File: config.mk
export PLATFORM = sky130hd
export DESIGN_NAME = charset_guess_byte_classifier
export DESIGN_NICKNAME = d
export VERILOG_FILES = /design/src/rtl/csgbc_pkg.sv /design/src/rtl/charset_guess_byte_classifier.sv
export SDC_FILE = /design/constraint.sdc
export NUM_CORES = 1
export LEC_CHECK = 0
export BUFFER_PORTS_ARGS = -buffer_cell sky130_fd_sc_hd__buf_2
export CORE_UTILIZATION = 61
export DETAILED_ROUTE_END_ITERATION = 12
export HOLD_SLACK_MARGIN = 0.15
export PLACE_DENSITY = 0.74
export RECOVER_POWER = 25
export SLEW_MARGIN = 20
export SYNTH_ARGS = -nofsm -noshare
export SYNTH_HDL_FRONTEND = slang
export SYNTH_SLANG_ARGS = --single-unit
File: constraint.sdc
create_clock -name clk_i -period 10.6 [get_ports clk_i]
set_input_delay 2.12 -clock clk_i [delete_from_list [all_inputs] [get_ports clk_i]]
set_output_delay 2.12 -clock clk_i [all_outputs]
set_load 0.03 [all_outputs]
File: src/rtl/csgbc_pkg.sv
// Package for the charset guess byte classifier.
// Holds encoding codes, byte constants and the pair scanner range checks.
// No dependencies.
`default_nettype none

package csgbc_pkg;

  // Default message size limit and the hard ceiling of every counter.
  localparam int unsigned MaxMessageBytesDef = 4096;
  localparam int unsigned CountCeiling       = 8191;

  // Guessed encoding codes, as driven on the result port.
  typedef enum logic [2:0] {
    EncUtf8    = 3'd0,
    EncSjis    = 3'd1,
    EncLatin1  = 3'd2,
    EncGb2312  = 3'd3,
    EncBig5    = 3'd4,
    EncGbk     = 3'd5,
    EncAscii   = 3'd6,
    EncUnknown = 3'd7
  } enc_e;

  // Byte-order mark bytes.
  localparam logic [7:0] BomByte0 = 8'hEF;
  localparam logic [7:0] BomByte1 = 8'hBB;
  localparam logic [7:0] BomByte2 = 8'hBF;

  // Pair scanner indexes.
  localparam logic [1:0] ScanGb2312 = 2'd0;
  localparam logic [1:0] ScanBig5   = 2'd1;
  localparam logic [1:0] ScanGbk    = 2'd2;
  localparam int unsigned NumScan   = 3;

  function automatic logic lead_ok(input logic [1:0] s, input logic [7:0] c);
    logic ok;
    case (s)
      ScanGb2312: ok = (c >= 8'hA1) && (c <= 8'hF7);
      ScanBig5:   ok = (c >= 8'hA1) && (c <= 8'hF9);
      default:    ok = (c >= 8'h81) && (c <= 8'hFE);
    endcase
    return ok;
  endfunction

  function automatic logic trail_ok(input logic [1:0] s, input logic [7:0] c);
    logic ok;
    case (s)
      ScanGb2312: ok = (c >= 8'hA1) && (c <= 8'hFE);
      ScanBig5:   ok = ((c >= 8'h40) && (c <= 8'h7E)) || ((c >= 8'hA1) && (c <= 8'hFE));
      default:    ok = (c >= 8'h40) && (c <= 8'hFE);
    endcase
    return ok;
  endfunction

endpackage

`default_nettype wire

File: src/rtl/charset_guess_byte_classifier.sv
// Charset guess byte classifier: top level, trackers, decision stage, output register.
// Depends on csgbc_pkg.
//
//   channel  | direction | handshake              | payload
//   ---------+-----------+------------------------+---------------------------
//   in       | input     | in_valid_i / in_stall_o | data_byte_i, last_byte_i
//   out      | output    | out_valid_o/out_stall_i | encoding_o
//   cfg      | input     | cfg_we_i (no wait)      | cfg_wdata_i
//
// One byte is taken every cycle unless the input is stalled. The trackers
// update in the cycle a byte is taken; on the last byte they load a snapshot
// register and clear. The decision logic runs from the snapshot into the
// output register. The input stalls only while both the snapshot and the
// output register are full and the output is stalled. Reset clears all
// trackers, the pipeline valid flags and the mode bit.
`default_nettype none

module charset_guess_byte_classifier #(
  parameter int unsigned MAX_MESSAGE_BYTES = csgbc_pkg::MaxMessageBytesDef
) (
  input  wire logic       clk_i,
  input  wire logic       rst_ni,
  input  wire logic       cfg_we_i,
  input  wire logic       cfg_wdata_i,
  input  wire logic       in_valid_i,
  output logic            in_stall_o,
  input  wire logic [7:0] data_byte_i,
  input  wire logic       last_byte_i,
  output logic            out_valid_o,
  input  wire logic       out_stall_i,
  output logic [2:0]      encoding_o
);

  // Counters saturate at the smaller of the message limit and the ceiling.
  localparam int unsigned CountCap =
      (MAX_MESSAGE_BYTES < csgbc_pkg::CountCeiling) ? MAX_MESSAGE_BYTES
                                                    : csgbc_pkg::CountCeiling;
  localparam int unsigned CntW = $clog2(CountCap + 1);
  localparam logic [CntW-1:0] CapVal = CntW'(CountCap);

  typedef logic [CntW-1:0] cnt_t;

  function automatic cnt_t sat_inc(input cnt_t v);
    return (v < CapVal) ? v + cnt_t'(1) : CapVal;
  endfunction

  // ---------------------------------------------------------------- control
  logic out_adv;
  logic snap_free;
  logic in_fire;
  logic snap_load;

  logic snap_valid_q, snap_valid_d;
  logic out_valid_q, out_valid_d;
  logic assume_sjis_q;

  // Output advances when empty or taken; the snapshot frees when it can move on.
  assign out_adv    = !out_valid_q || !out_stall_i;
  assign snap_free  = !snap_valid_q || out_adv;
  assign in_stall_o = !snap_free;
  assign in_fire    = in_valid_i && snap_free;
  assign snap_load  = in_fire && last_byte_i;

  // ---------------------------------------------------------------- tracker state
  cnt_t       byte_count_q, byte_count_d;
  logic       bom_match_q, bom_match_d;
  logic       utf8_possible_q, utf8_possible_d;
  logic [1:0] utf8_remaining_q, utf8_remaining_d;
  logic       utf8_mb_seen_q, utf8_mb_seen_d;
  logic       sjis_possible_q, sjis_possible_d;
  logic       sjis_trail_q, sjis_trail_d;
  cnt_t       kata_total_q, kata_total_d;
  cnt_t       kata_run_q, kata_run_d;
  cnt_t       kata_run_max_q, kata_run_max_d;
  cnt_t       dbl_run_q, dbl_run_d;
  cnt_t       dbl_run_max_q, dbl_run_max_d;
  logic       latin1_possible_q, latin1_possible_d;
  cnt_t       latin1_high_q, latin1_high_d;
  logic [csgbc_pkg::NumScan-1:0] pair_pending_q, pair_pending_d;
  logic [csgbc_pkg::NumScan-1:0] pair_lead_q, pair_lead_d;
  logic [csgbc_pkg::NumScan-1:0] pair_failed_q, pair_failed_d;
  cnt_t       gb_pairs_q, gb_pairs_d;
  cnt_t       b5_pairs_q, b5_pairs_d;
  logic       gbk_seen_q, gbk_seen_d;
  logic       ascii_only_q, ascii_only_d;

  // ---------------------------------------------------------------- snapshot
  logic s_can_utf8_q, s_can_utf8_d;
  logic s_mb_seen_q, s_mb_seen_d;
  logic s_bom_q, s_bom_d;
  logic s_can_sjis_q, s_can_sjis_d;
  cnt_t s_krm_q, s_krm_d;
  cnt_t s_drm_q, s_drm_d;
  cnt_t s_kt_q, s_kt_d;
  logic s_latin1_q, s_latin1_d;
  cnt_t s_hs_q, s_hs_d;
  cnt_t s_bc_q, s_bc_d;
  cnt_t s_gb_q, s_gb_d;
  cnt_t s_b5_q, s_b5_d;
  logic s_can_gbk_q, s_can_gbk_d;
  logic s_ascii_q, s_ascii_d;

  // ---------------------------------------------------------------- tracker update
  always_comb begin
    logic [7:0] v;
    logic [7:0] bom_byte;
    v = data_byte_i;

    byte_count_d      = byte_count_q;
    bom_match_d       = bom_match_q;
    utf8_possible_d   = utf8_possible_q;
    utf8_remaining_d  = utf8_remaining_q;
    utf8_mb_seen_d    = utf8_mb_seen_q;
    sjis_possible_d   = sjis_possible_q;
    sjis_trail_d      = sjis_trail_q;
    kata_total_d      = kata_total_q;
    kata_run_d        = kata_run_q;
    kata_run_max_d    = kata_run_max_q;
    dbl_run_d         = dbl_run_q;
    dbl_run_max_d     = dbl_run_max_q;
    latin1_possible_d = latin1_possible_q;
    latin1_high_d     = latin1_high_q;
    pair_pending_d    = pair_pending_q;
    pair_lead_d       = pair_lead_q;
    pair_failed_d     = pair_failed_q;
    gb_pairs_d        = gb_pairs_q;
    b5_pairs_d        = b5_pairs_q;
    gbk_seen_d        = gbk_seen_q;
    ascii_only_d      = ascii_only_q;

    case (byte_count_q[1:0])
      2'd0:    bom_byte = csgbc_pkg::BomByte0;
      2'd1:    bom_byte = csgbc_pkg::BomByte1;
      default: bom_byte = csgbc_pkg::BomByte2;
    endcase

    if (in_fire) begin
      // Byte-order mark over the first three bytes.
      if (byte_count_q < cnt_t'(3) && v != bom_byte) begin
        bom_match_d = 1'b0;
      end

      // UTF-8 sequence check; freeze once ruled out.
      if (utf8_possible_q) begin
        if (utf8_remaining_q != 2'd0) begin
          if (!v[7]) utf8_possible_d = 1'b0;
          else       utf8_remaining_d = utf8_remaining_q - 2'd1;
        end else if (v[7]) begin
          if (!v[6]) begin
            utf8_possible_d = 1'b0;
          end else if (!v[5]) begin
            utf8_remaining_d = 2'd1;
            utf8_mb_seen_d   = 1'b1;
          end else if (!v[4]) begin
            utf8_remaining_d = 2'd2;
            utf8_mb_seen_d   = 1'b1;
          end else if (!v[3]) begin
            utf8_remaining_d = 2'd3;
            utf8_mb_seen_d   = 1'b1;
          end else begin
            utf8_possible_d = 1'b0;
          end
        end
      end

      // SJIS: katakana and double-byte runs.
      if (sjis_possible_q) begin
        if (sjis_trail_q) begin
          if (v < 8'h40 || v == 8'h7F || v > 8'hFC) sjis_possible_d = 1'b0;
          else                                      sjis_trail_d    = 1'b0;
        end else if (v == 8'h80 || v == 8'hA0 || v > 8'hEF) begin
          sjis_possible_d = 1'b0;
        end else if (v > 8'hA0 && v < 8'hE0) begin
          kata_total_d = sat_inc(kata_total_q);
          dbl_run_d    = '0;
          kata_run_d   = sat_inc(kata_run_q);
          if (kata_run_d > kata_run_max_q) kata_run_max_d = kata_run_d;
        end else if (v > 8'h7F) begin
          sjis_trail_d = 1'b1;
          kata_run_d   = '0;
          dbl_run_d    = sat_inc(dbl_run_q);
          if (dbl_run_d > dbl_run_max_q) dbl_run_max_d = dbl_run_d;
        end else begin
          kata_run_d = '0;
          dbl_run_d  = '0;
        end
      end

      // ISO-8859-1: C1 controls rule it out; count high symbols.
      if (latin1_possible_q) begin
        if (v > 8'h7F && v < 8'hA0) begin
          latin1_possible_d = 1'b0;
        end else if (v > 8'h9F && (v < 8'hC0 || v == 8'hD7 || v == 8'hF7)) begin
          latin1_high_d = sat_inc(latin1_high_q);
        end
      end

      // Lead/trail pair scanners; the byte after any high byte is its trail.
      for (int s = 0; s < csgbc_pkg::NumScan; s++) begin
        if (pair_pending_q[s]) begin
          pair_pending_d[s] = 1'b0;
          if (pair_lead_q[s] && csgbc_pkg::trail_ok(2'(s), v)) begin
            if (2'(s) == csgbc_pkg::ScanGb2312)    gb_pairs_d = sat_inc(gb_pairs_q);
            else if (2'(s) == csgbc_pkg::ScanBig5) b5_pairs_d = sat_inc(b5_pairs_q);
            else                                   gbk_seen_d = 1'b1;
          end else begin
            pair_failed_d[s] = 1'b1;
          end
        end else if (v[7]) begin
          pair_pending_d[s] = 1'b1;
          pair_lead_d[s]    = csgbc_pkg::lead_ok(2'(s), v);
        end
      end

      if (v[7]) ascii_only_d = 1'b0;
      byte_count_d = sat_inc(byte_count_q);
    end

    // Snapshot of the decision inputs after this byte.
    s_can_utf8_d = utf8_possible_d && (utf8_remaining_d == 2'd0);
    s_mb_seen_d  = utf8_mb_seen_d;
    s_bom_d      = bom_match_d && (byte_count_d > cnt_t'(3));
    s_can_sjis_d = sjis_possible_d && !sjis_trail_d;
    s_krm_d      = kata_run_max_d;
    s_drm_d      = dbl_run_max_d;
    s_kt_d       = kata_total_d;
    s_latin1_d   = latin1_possible_d;
    s_hs_d       = latin1_high_d;
    s_bc_d       = byte_count_d;
    // An open lead at the end counts as a failed pair.
    s_gb_d       = (pair_failed_d[csgbc_pkg::ScanGb2312] ||
                    pair_pending_d[csgbc_pkg::ScanGb2312]) ? '0 : gb_pairs_d;
    s_b5_d       = (pair_failed_d[csgbc_pkg::ScanBig5] ||
                    pair_pending_d[csgbc_pkg::ScanBig5]) ? '0 : b5_pairs_d;
    s_can_gbk_d  = !(pair_failed_d[csgbc_pkg::ScanGbk] ||
                     pair_pending_d[csgbc_pkg::ScanGbk]) && gbk_seen_d;
    s_ascii_d    = ascii_only_d;

    // Clear for the next message after the last byte.
    if (snap_load) begin
      byte_count_d      = '0;
      bom_match_d       = 1'b1;
      utf8_possible_d   = 1'b1;
      utf8_remaining_d  = 2'd0;
      utf8_mb_seen_d    = 1'b0;
      sjis_possible_d   = 1'b1;
      sjis_trail_d      = 1'b0;
      kata_total_d      = '0;
      kata_run_d        = '0;
      kata_run_max_d    = '0;
      dbl_run_d         = '0;
      dbl_run_max_d     = '0;
      latin1_possible_d = 1'b1;
      latin1_high_d     = '0;
      pair_pending_d    = '0;
      pair_lead_d       = '0;
      pair_failed_d     = '0;
      gb_pairs_d        = '0;
      b5_pairs_d        = '0;
      gbk_seen_d        = 1'b0;
      ascii_only_d      = 1'b1;
    end
  end

  always_ff @(posedge clk_i or negedge rst_ni) begin
    if (!rst_ni) begin
      byte_count_q      <= '0;
      bom_match_q       <= 1'b1;
      utf8_possible_q   <= 1'b1;
      utf8_remaining_q  <= 2'd0;
      utf8_mb_seen_q    <= 1'b0;
      sjis_possible_q   <= 1'b1;
      sjis_trail_q      <= 1'b0;
      kata_total_q      <= '0;
      kata_run_q        <= '0;
      kata_run_max_q    <= '0;
      dbl_run_q         <= '0;
      dbl_run_max_q     <= '0;
      latin1_possible_q <= 1'b1;
      latin1_high_q     <= '0;
      pair_pending_q    <= '0;
      pair_lead_q       <= '0;
      pair_failed_q     <= '0;
      gb_pairs_q        <= '0;
      b5_pairs_q        <= '0;
      gbk_seen_q        <= 1'b0;
      ascii_only_q      <= 1'b1;
    end else begin
      byte_count_q      <= byte_count_d;
      bom_match_q       <= bom_match_d;
      utf8_possible_q   <= utf8_possible_d;
      utf8_remaining_q  <= utf8_remaining_d;
      utf8_mb_seen_q    <= utf8_mb_seen_d;
      sjis_possible_q   <= sjis_possible_d;
      sjis_trail_q      <= sjis_trail_d;
      kata_total_q      <= kata_total_d;
      kata_run_q        <= kata_run_d;
      kata_run_max_q    <= kata_run_max_d;
      dbl_run_q         <= dbl_run_d;
      dbl_run_max_q     <= dbl_run_max_d;
      latin1_possible_q <= latin1_possible_d;
      latin1_high_q     <= latin1_high_d;
      pair_pending_q    <= pair_pending_d;
      pair_lead_q       <= pair_lead_d;
      pair_failed_q     <= pair_failed_d;
      gb_pairs_q        <= gb_pairs_d;
      b5_pairs_q        <= b5_pairs_d;
      gbk_seen_q        <= gbk_seen_d;
      ascii_only_q      <= ascii_only_d;
    end
  end

  // Snapshot payload: load on the last byte, hold otherwise.
  always_ff @(posedge clk_i) begin
    if (snap_load) begin
      s_can_utf8_q <= s_can_utf8_d;
      s_mb_seen_q  <= s_mb_seen_d;
      s_bom_q      <= s_bom_d;
      s_can_sjis_q <= s_can_sjis_d;
      s_krm_q      <= s_krm_d;
      s_drm_q      <= s_drm_d;
      s_kt_q       <= s_kt_d;
      s_latin1_q   <= s_latin1_d;
      s_hs_q       <= s_hs_d;
      s_bc_q       <= s_bc_d;
      s_gb_q       <= s_gb_d;
      s_b5_q       <= s_b5_d;
      s_can_gbk_q  <= s_can_gbk_d;
      s_ascii_q    <= s_ascii_d;
    end
  end

  // ---------------------------------------------------------------- decision
  cnt_t                cw;
  logic [CntW:0]       cb;
  logic [CntW+1:0]     jb;
  logic [CntW+3:0]     hs10;
  logic                sjis_pref;
  logic                can_gb;
  logic                can_b5;
  logic                long_runs;
  logic                latin_hint;
  csgbc_pkg::enc_e     enc_d;
  logic [2:0]          encoding_q;

  assign cw         = (s_gb_q > s_b5_q) ? s_gb_q : s_b5_q;
  assign cb         = {cw, 1'b0};
  assign jb         = {2'b00, s_krm_q} + {1'b0, s_drm_q, 1'b0};
  assign sjis_pref  = ({1'b0, cb} < jb) || (({1'b0, cb} == jb) && (cw < s_kt_q));
  assign can_gb     = (s_gb_q != '0);
  assign can_b5     = (s_b5_q != '0);
  assign long_runs  = assume_sjis_q || (s_krm_q >= cnt_t'(3)) || (s_drm_q >= cnt_t'(3));
  // High symbols times ten against the byte count.
  assign hs10       = {1'b0, s_hs_q, 3'b000} + {3'b000, s_hs_q, 1'b0};
  assign latin_hint = ((s_krm_q == cnt_t'(2)) && (s_kt_q == cnt_t'(2))) ||
                      (hs10 >= {4'b0000, s_bc_q});

  always_comb begin
    logic done;
    done  = 1'b0;
    enc_d = csgbc_pkg::EncUnknown;
    if (s_can_utf8_q && (s_bom_q || s_mb_seen_q)) begin
      enc_d = csgbc_pkg::EncUtf8;
      done  = 1'b1;
    end else if (s_can_sjis_q && long_runs && sjis_pref) begin
      enc_d = csgbc_pkg::EncSjis;
      done  = 1'b1;
    end else if (s_latin1_q && s_can_sjis_q) begin
      if (latin_hint) begin
        if (sjis_pref) begin
          enc_d = csgbc_pkg::EncSjis;
          done  = 1'b1;
        end
      end else if (cb == '0 && !can_gb && !can_b5) begin
        enc_d = csgbc_pkg::EncLatin1;
        done  = 1'b1;
      end
    end
    // Fall through to the plain preference order.
    if (!done) begin
      if (can_gb)            enc_d = csgbc_pkg::EncGb2312;
      else if (can_b5)       enc_d = csgbc_pkg::EncBig5;
      else if (s_can_sjis_q) enc_d = csgbc_pkg::EncSjis;
      else if (s_can_gbk_q)  enc_d = csgbc_pkg::EncGbk;
      else if (s_latin1_q)   enc_d = csgbc_pkg::EncLatin1;
      else if (s_can_utf8_q) enc_d = csgbc_pkg::EncUtf8;
      else if (s_ascii_q)    enc_d = csgbc_pkg::EncAscii;
      else                   enc_d = csgbc_pkg::EncUnknown;
    end
  end

  // ---------------------------------------------------------------- pipeline flags
  always_comb begin
    snap_valid_d = snap_valid_q;
    if (snap_load)                    snap_valid_d = 1'b1;
    else if (snap_valid_q && out_adv) snap_valid_d = 1'b0;
    out_valid_d = out_adv ? snap_valid_q : out_valid_q;
  end

  always_ff @(posedge clk_i or negedge rst_ni) begin
    if (!rst_ni) begin
      snap_valid_q  <= 1'b0;
      out_valid_q   <= 1'b0;
      assume_sjis_q <= 1'b0;
    end else begin
      snap_valid_q <= snap_valid_d;
      out_valid_q  <= out_valid_d;
      if (cfg_we_i) assume_sjis_q <= cfg_wdata_i;
    end
  end

  // Result payload: advance from the snapshot, hold while stalled.
  always_ff @(posedge clk_i) begin
    if (out_adv && snap_valid_q) encoding_q <= enc_d;
  end

  assign out_valid_o = out_valid_q;
  assign encoding_o  = encoding_q;

  // ---------------------------------------------------------------- assertions
  a_kata_run_bounded: assert property (@(posedge clk_i) disable iff (!rst_ni)
    (kata_run_q <= kata_run_max_q) && (kata_run_max_q <= kata_total_q))
    else $error("katakana run exceeds its maximum or total");

  a_dbl_run_bounded: assert property (@(posedge clk_i) disable iff (!rst_ni)
    dbl_run_q <= dbl_run_max_q)
    else $error("double-byte run exceeds its maximum");

  a_ascii_keeps_all: assert property (@(posedge clk_i) disable iff (!rst_ni)
    ascii_only_q |-> (latin1_possible_q && utf8_possible_q && sjis_possible_q))
    else $error("tracker ruled out on a pure ASCII message");

  a_last_clears: assert property (@(posedge clk_i) disable iff (!rst_ni)
    snap_load |=> (snap_valid_q && (byte_count_q == '0) && (pair_pending_q == '0)))
    else $error("last byte did not load the snapshot and clear the trackers");

endmodule

`default_nettype wire
==> out/qor.csv, run 1 <==
metric;value;unit
cts-root-buf;clkbuf_16;
antenna_found_initial;0;
die_h;155;µm
yosysTopAreaCell;dfrtp_1;
diodes;0;
holdPathEnd;out_valid_o$_DFFE_PN0N_;
synthMuxAreaShare;2.34;%
netlist.area_leader.share;23.4;%
hold_start;snap_valid_q$_DFFE_PN0P_;
fin_area;15600;µm²
ys_types;86;
hold_buffers;0;
io_pins;20;
die_w;155;µm
rr_worst_depth;16;
viasPerCell;6.07;
synthXorXnorAreaFrac;3.79;%
synth_top_family_by_area;simple AND/OR/NAND/NOR gates;
detail_route.wl_per_cell;17.7;µm
numCtsBuffers;27;
cts_resized;0;
holdWs;0.484;ns
ant_nets;0;
slew_viol_final;75;
vias;11000;
synth-compound-area-share;14.9;%
yosys_warnings;0;
worstHoldPathType;register to register;
fin_crit;5.52;ns
crit_chain;clkbuf_1 -> buf_4;
drc;0;
power_per_cell_area;154;nW/µm²
syn_to_final_growth;8.68;%
reg2reg_to;encoding_o[2]$_DFFE_PP_;
clk_pin_slew_worst_paths;0.06;ns
place_area;14600;µm²
firstDrtPassIters;6;
max_freq;181;MHz
grt_pass1_vias;10300;
outcome;finished with violations;
p_leak;6.89;nW
die-area;24100;µm²
yosys.area_share.simple;19.4;%
violations;capacitance limit, slew limit;
rsz0062_at_grt;no;
clock_path_buffers;3;
cp_num_buf_inv;2;
grt_pass1_wl;52.4;mm
maxCapViolCount;1;
slowest_delay;2.83;ns
initial_core_util;62.7;%
fin_crit_sh;52.1;%
crit_cells;2;
syn-cell-area;14300;µm²
ys_ff_latch;240;
reg2reg_from;s_gb_q[6]$_SDFFCE_PP0P_;
reg2reg_setup_slack;6.02;ns
gp_congestion;0.949;
slowest_stage;clkbuf_1;
ys_seq_area_share;45.5;%
cts.sinks;240;
ir_worst_vdd;161;µV
cp.required;11.14;ns
clk-insertion-delay-late;0.54;ns
track_usage;27.4;%
setup_viol;0;
final_nets;1598;
path_delay_family;buffers and inverters;
rows;55;
h-tree-depth;1;
synth_edf_count;101;
overflow;0;
grt_max_degree;86;
worst_pin_slew;4.09;ns
synth-adder-area-share;9.87;%
drive_above_1_share;8.17;%
fin_skew;0.0126;ns
syn_inst;1472;
cts_tree;built;
timing.slew.headroom;-173;%
ys.flop_type;dfrtp_1;
hold_viol;0;
hpwl;23.0;mm
drt-initial-drc-count;878;
end_kind;asynchronous set/reset pin;
core;22800;µm²
postCtsSetupBuffers;0;
min_path_cells;1;
numPortBuffers;19;
avgSynthCellArea;9.74;µm²
worstPathArrival;6.07;ns
setup_tns;0;ns
startpoint_type;input pin;
synth.area.top_cells;dfrtp_1 (23%), edfxtp_1 (21%), ha_1 (9.5%), nor2_1 (3.9%), a21oi_1 (3.4%);
crit_type;input pin to asynchronous set/reset pin;
synthArstFlopShare;57.9;%
drt_wl_total;32.0;mm
synth_nets;1598;
crit_fanout;74;
==> synthesized netlist by cell type, types with 25 or more instances <==
cell type,count
a21oi_1,97
a22o_1,25
and2_1,40
and3_1,26
clkbuf_1,38
dfrtp_1,134
edfxtp_1,101
ha_1,109
inv_1,100
nand2_1,98
nand3_1,62
nand4_1,26
nor2_1,149
nor3_1,46
o21ai_0,76
xor2_1,40
==> worst max-delay path by stage <==
| stage | from | endpoint | slack, ns |
|---|---|---|---|
| 3_3_place_gp | out_stall_i | s_gb_q[10]$_SDFFCE_PP0P_ | 5.62 |
| 3_5_place_dp | out_stall_i | s_gb_q[12]$_SDFFCE_PP0P_ | 5.53 |
| 4_1_cts | out_stall_i | in_stall_o | 5.76 |
| 6_report | rst_ni | byte_count_q[5]$_DFF_PN0_ | 5.08 |
| 5_1_grt | rst_ni | byte_count_q[5]$_DFF_PN0_ | 4.21 |
| 2_1_floorplan | out_stall_i | s_ascii_q$_DFFE_PP_ | 4.19 |
==> power breakdown <==
part	internal (mW)	total [mW]	switching, mW	leakage, nW
sequential	1.03	1.07	0.0446	2.87
combinational	0.125	0.330	0.205	3.55
clock	0.612	0.993	0.381	0.464
total	1.77	2.40	0.631	6.89
==> cell usage in the layout (no fill, tap or decap), types with 26 or more instances in the layout <==
cell type  count
a21oi_1       97
and2_1        38
and3_1        26
clkbuf_16     28
dfrtp_1      134
edfxtp_1     101
ha_1         109
inv_1         99
nand2_1       98
nand3_1       63
nand4_1       26
nor2_1       147
nor3_1        46
o21ai_0       76
xor2_1        40
==> cell families after synthesis <==
family | count (synthesis)
AO/OA/AOI/OAI | 327
XOR/XNOR | 62
adder cells (fa/ha/maj) | 112
buffers and inverters | 153
flip-flops | 240
multiplexers | 27
AND/OR/NAND/NOR | 551
==> layer usage <==
layer | global-route usage (%) | routed length [µm] | up-vias
met3 | 2.79 | 1870 | 41
met1 | 41.5 | 15500 | 5259
met4 | 7.24 | 531 | 0
met2 | 42.2 | 14000 | 326
li1 | - | - | 5339
met5 | 0 | 0 | -
==> metrics by stage <==
stage	power [mW]	cells	worst slack (ns)	utilization (%)
4_1_cts	2.41	1806	5.76	68.3
5_1_grt	2.49	1806	4.21	68.2
2_1_floorplan	1.32	1472	4.19	-
3_3_place_gp	1.40	1756	5.62	64.1
6_report	2.40	1806	5.08	68.2
3_5_place_dp	1.42	1756	5.53	64.1
==> cell type report <==
| cell class | instances | area (µm²) |
|---|---|---|
| multi-input cells | 1079 | 7210 |
| well taps | 313 | 392 |
| repair buffers | 24 | 129 |
| fillers | 1785 | 7270 |
| clock buffers | 33 | 729 |
| clock inverters | 17 | 220 |
| inverters | 100 | 380 |
| flip-flops and latches | 240 | 6520 |
Power figures use the tool's default switching activity.
==> run 2: changes to the inputs <==
- CORE_UTILIZATION: 61 -> 58
- clock period: 10.6 -> 4.74 ns (I/O delays scaled with it)
==> out/qor.csv, run 2 (same netlist as run 1, synthesis figures left out) <==
metric;value;unit
outcome;finished with violations;
violations;capacitance limit, slew limit;
ant_nets;0;
worstPathArrival;4.64;ns
end_kind;register;
viasPerCell;5.99;
initial_core_util;59.1;%
drive_above_1_share;9.12;%
cp.required;5.03;ns
gp_congestion;0.905;
firstDrtPassIters;5;
hpwl;23.3;mm
cp_num_buf_inv;1;
maxCapViolCount;1;
clk-insertion-delay-late;0.55;ns
postCtsSetupBuffers;0;
final_nets;1608;
drc;0;
grt_pass1_wl;53.1;mm
core;24200;µm²
slowest_stage;edfxtp_1;
setup_tns;0;ns
cts_tree;built;
h-tree-depth;1;
worst_pin_slew;3.81;ns
setup_viol;0;
crit_type;register to register;
p_leak;6.97;nW
path_delay_family;compound AO/OA/AOI/OAI gates;
clock_path_buffers;3;
fin_area;15700;µm²
startpoint_type;register;
crit_fanout;10;
cts-root-buf;clkbuf_16;
grt_max_degree;78;
fin_crit;4.36;ns
slew_viol_final;70;
ir_worst_vdd;432;µV
worstHoldPathType;register to register;
grt_pass1_vias;10500;
rsz0062_at_grt;no;
fin_crit_sh;91.9;%
detail_route.wl_per_cell;17.7;µm
setup_ws;0.385;ns
fin_skew;0.0107;ns
power;5.44;mW
fillers;1992;
die_h;159;µm
diodes;0;
io_pins;20;
overflow;0;
place_area;14800;µm²
slowest_delay;0.42;ns
rows;57;
numCtsBuffers;27;
drt_wl_total;32.3;mm
layout_commonest_cell;nor2_1;
timing.slew.headroom;-154;%
mostFrequentLayoutCells;nor2_1 (149), dfrtp_1 (134), ha_1 (109);
crit_chain;ha_1 -> a21oi_1 -> o21ai_0 -> a211oi_2 -> a21boi_0 -> nor2_1 -> buf_4 -> o21ai_0 -> ha_1 -> a211oi_1 -> o21bai_1 -> a21o_1 -> a221oi_1 -> o31ai_1 -> o211a_1 -> a211oi_1 -> nor3_1;
cts.sinks;240;
clk_pin_slew_worst_paths;0.06;ns
dp_slack;0.278;ns
hold_buffers;0;
drt-initial-drc-count;805;
vias;10900;
max_freq;230;MHz
die-area;25300;µm²
power_per_cell_area;346;nW/µm²
hold_viol;0;
die_w;159;µm
antenna_found_initial;0;
syn_to_final_growth;9.82;%
numPortBuffers;19;
track_usage;25.8;%
[run 2: worst register-to-register path, cell delays in order (launching register included)]
cell	delay [ns]
edfxtp_1	0.42
ha_1	0.34
a21oi_1	0.14
o21ai_0	0.12
a211oi_2	0.35
a21boi_0	0.34
nor2_1	0.12
buf_4	0.18
o21ai_0	0.33
ha_1	0.31
a211oi_1	0.27
o21bai_1	0.11
a21o_1	0.19
a221oi_1	0.23
o31ai_1	0.14
o211a_1	0.15
a211oi_1	0.25
nor3_1	0.11
[run 2: worst paths after layout]
kind | to | slack, ns | start | cells after the start
max in group asynchronous | latin1_high_q[3]$_DFF_PN0_ | 0.84 | rst_ni | 1
worst min-delay path | out_valid_o$_DFFE_PN0N_ | 0.49 | snap_valid_q$_DFFE_PN0P_ | 1
min in group asynchronous | dbl_run_q[8]$_DFFE_PN0P_ | 1.71 | rst_ni | 1
worst max-delay path | encoding_o[1]$_DFFE_PP_ | 0.38 | s_gb_q[8]$_SDFFCE_PP0P_ | 17
worst min register to register | out_valid_o$_DFFE_PN0N_ | 0.49 | snap_valid_q$_DFFE_PN0P_ | 1
worst max register to register | encoding_o[1]$_DFFE_PP_ | 0.38 | s_gb_q[8]$_SDFFCE_PP0P_ | 17
[run 2: area by class of cell]
cell class / instances / area, µm² / area share [%]
multi-input combinational: 1079 / 7220 / 45.9
inverter: 100 / 380 / 2.42
tap: 324 / 405 / 2.58
clock buffer: 34 / 753 / 4.79
timing repair buffer: 34 / 230 / 1.46
clock inverter: 16 / 229 / 1.45
sequential: 240 / 6520 / 41.4
[run 2: routing by layer]
metal | vias to the layer above | global-route usage, % | wire length (µm)
met5 | - | 0 | 0
li1 | 5357 | - | -
met1 | 5263 | 38.1 | 15300
met4 | 0 | 6.08 | 636
met3 | 47 | 3.26 | 1740
met2 | 277 | 40.6 | 14600
[run 2: what timing repair did]
| item | CTS | global route |
|---|---|---|
| resized for setup | 0 | 2 |
| setup endpoints to repair | 0 | 2 |
| hold endpoints to repair | 0 | 0 |
[run 2: metrics by stage]
stage	hold slack, ns	instances	utilization (%)
2_1_floorplan	0.454	1472	-
3_3_place_gp	0.469	1777	60.9
3_5_place_dp	0.477	1777	60.9
4_1_cts	0.422	1827	64.9
5_1_grt	0.500	1827	64.9
6_report	0.489	1827	64.9
[run 2: power by group]
part	switching, mW	total [mW]	internal, mW
logic	0.456	0.746	0.290
clock network	0.892	2.30	1.41
registers	0.0962	2.40	2.30
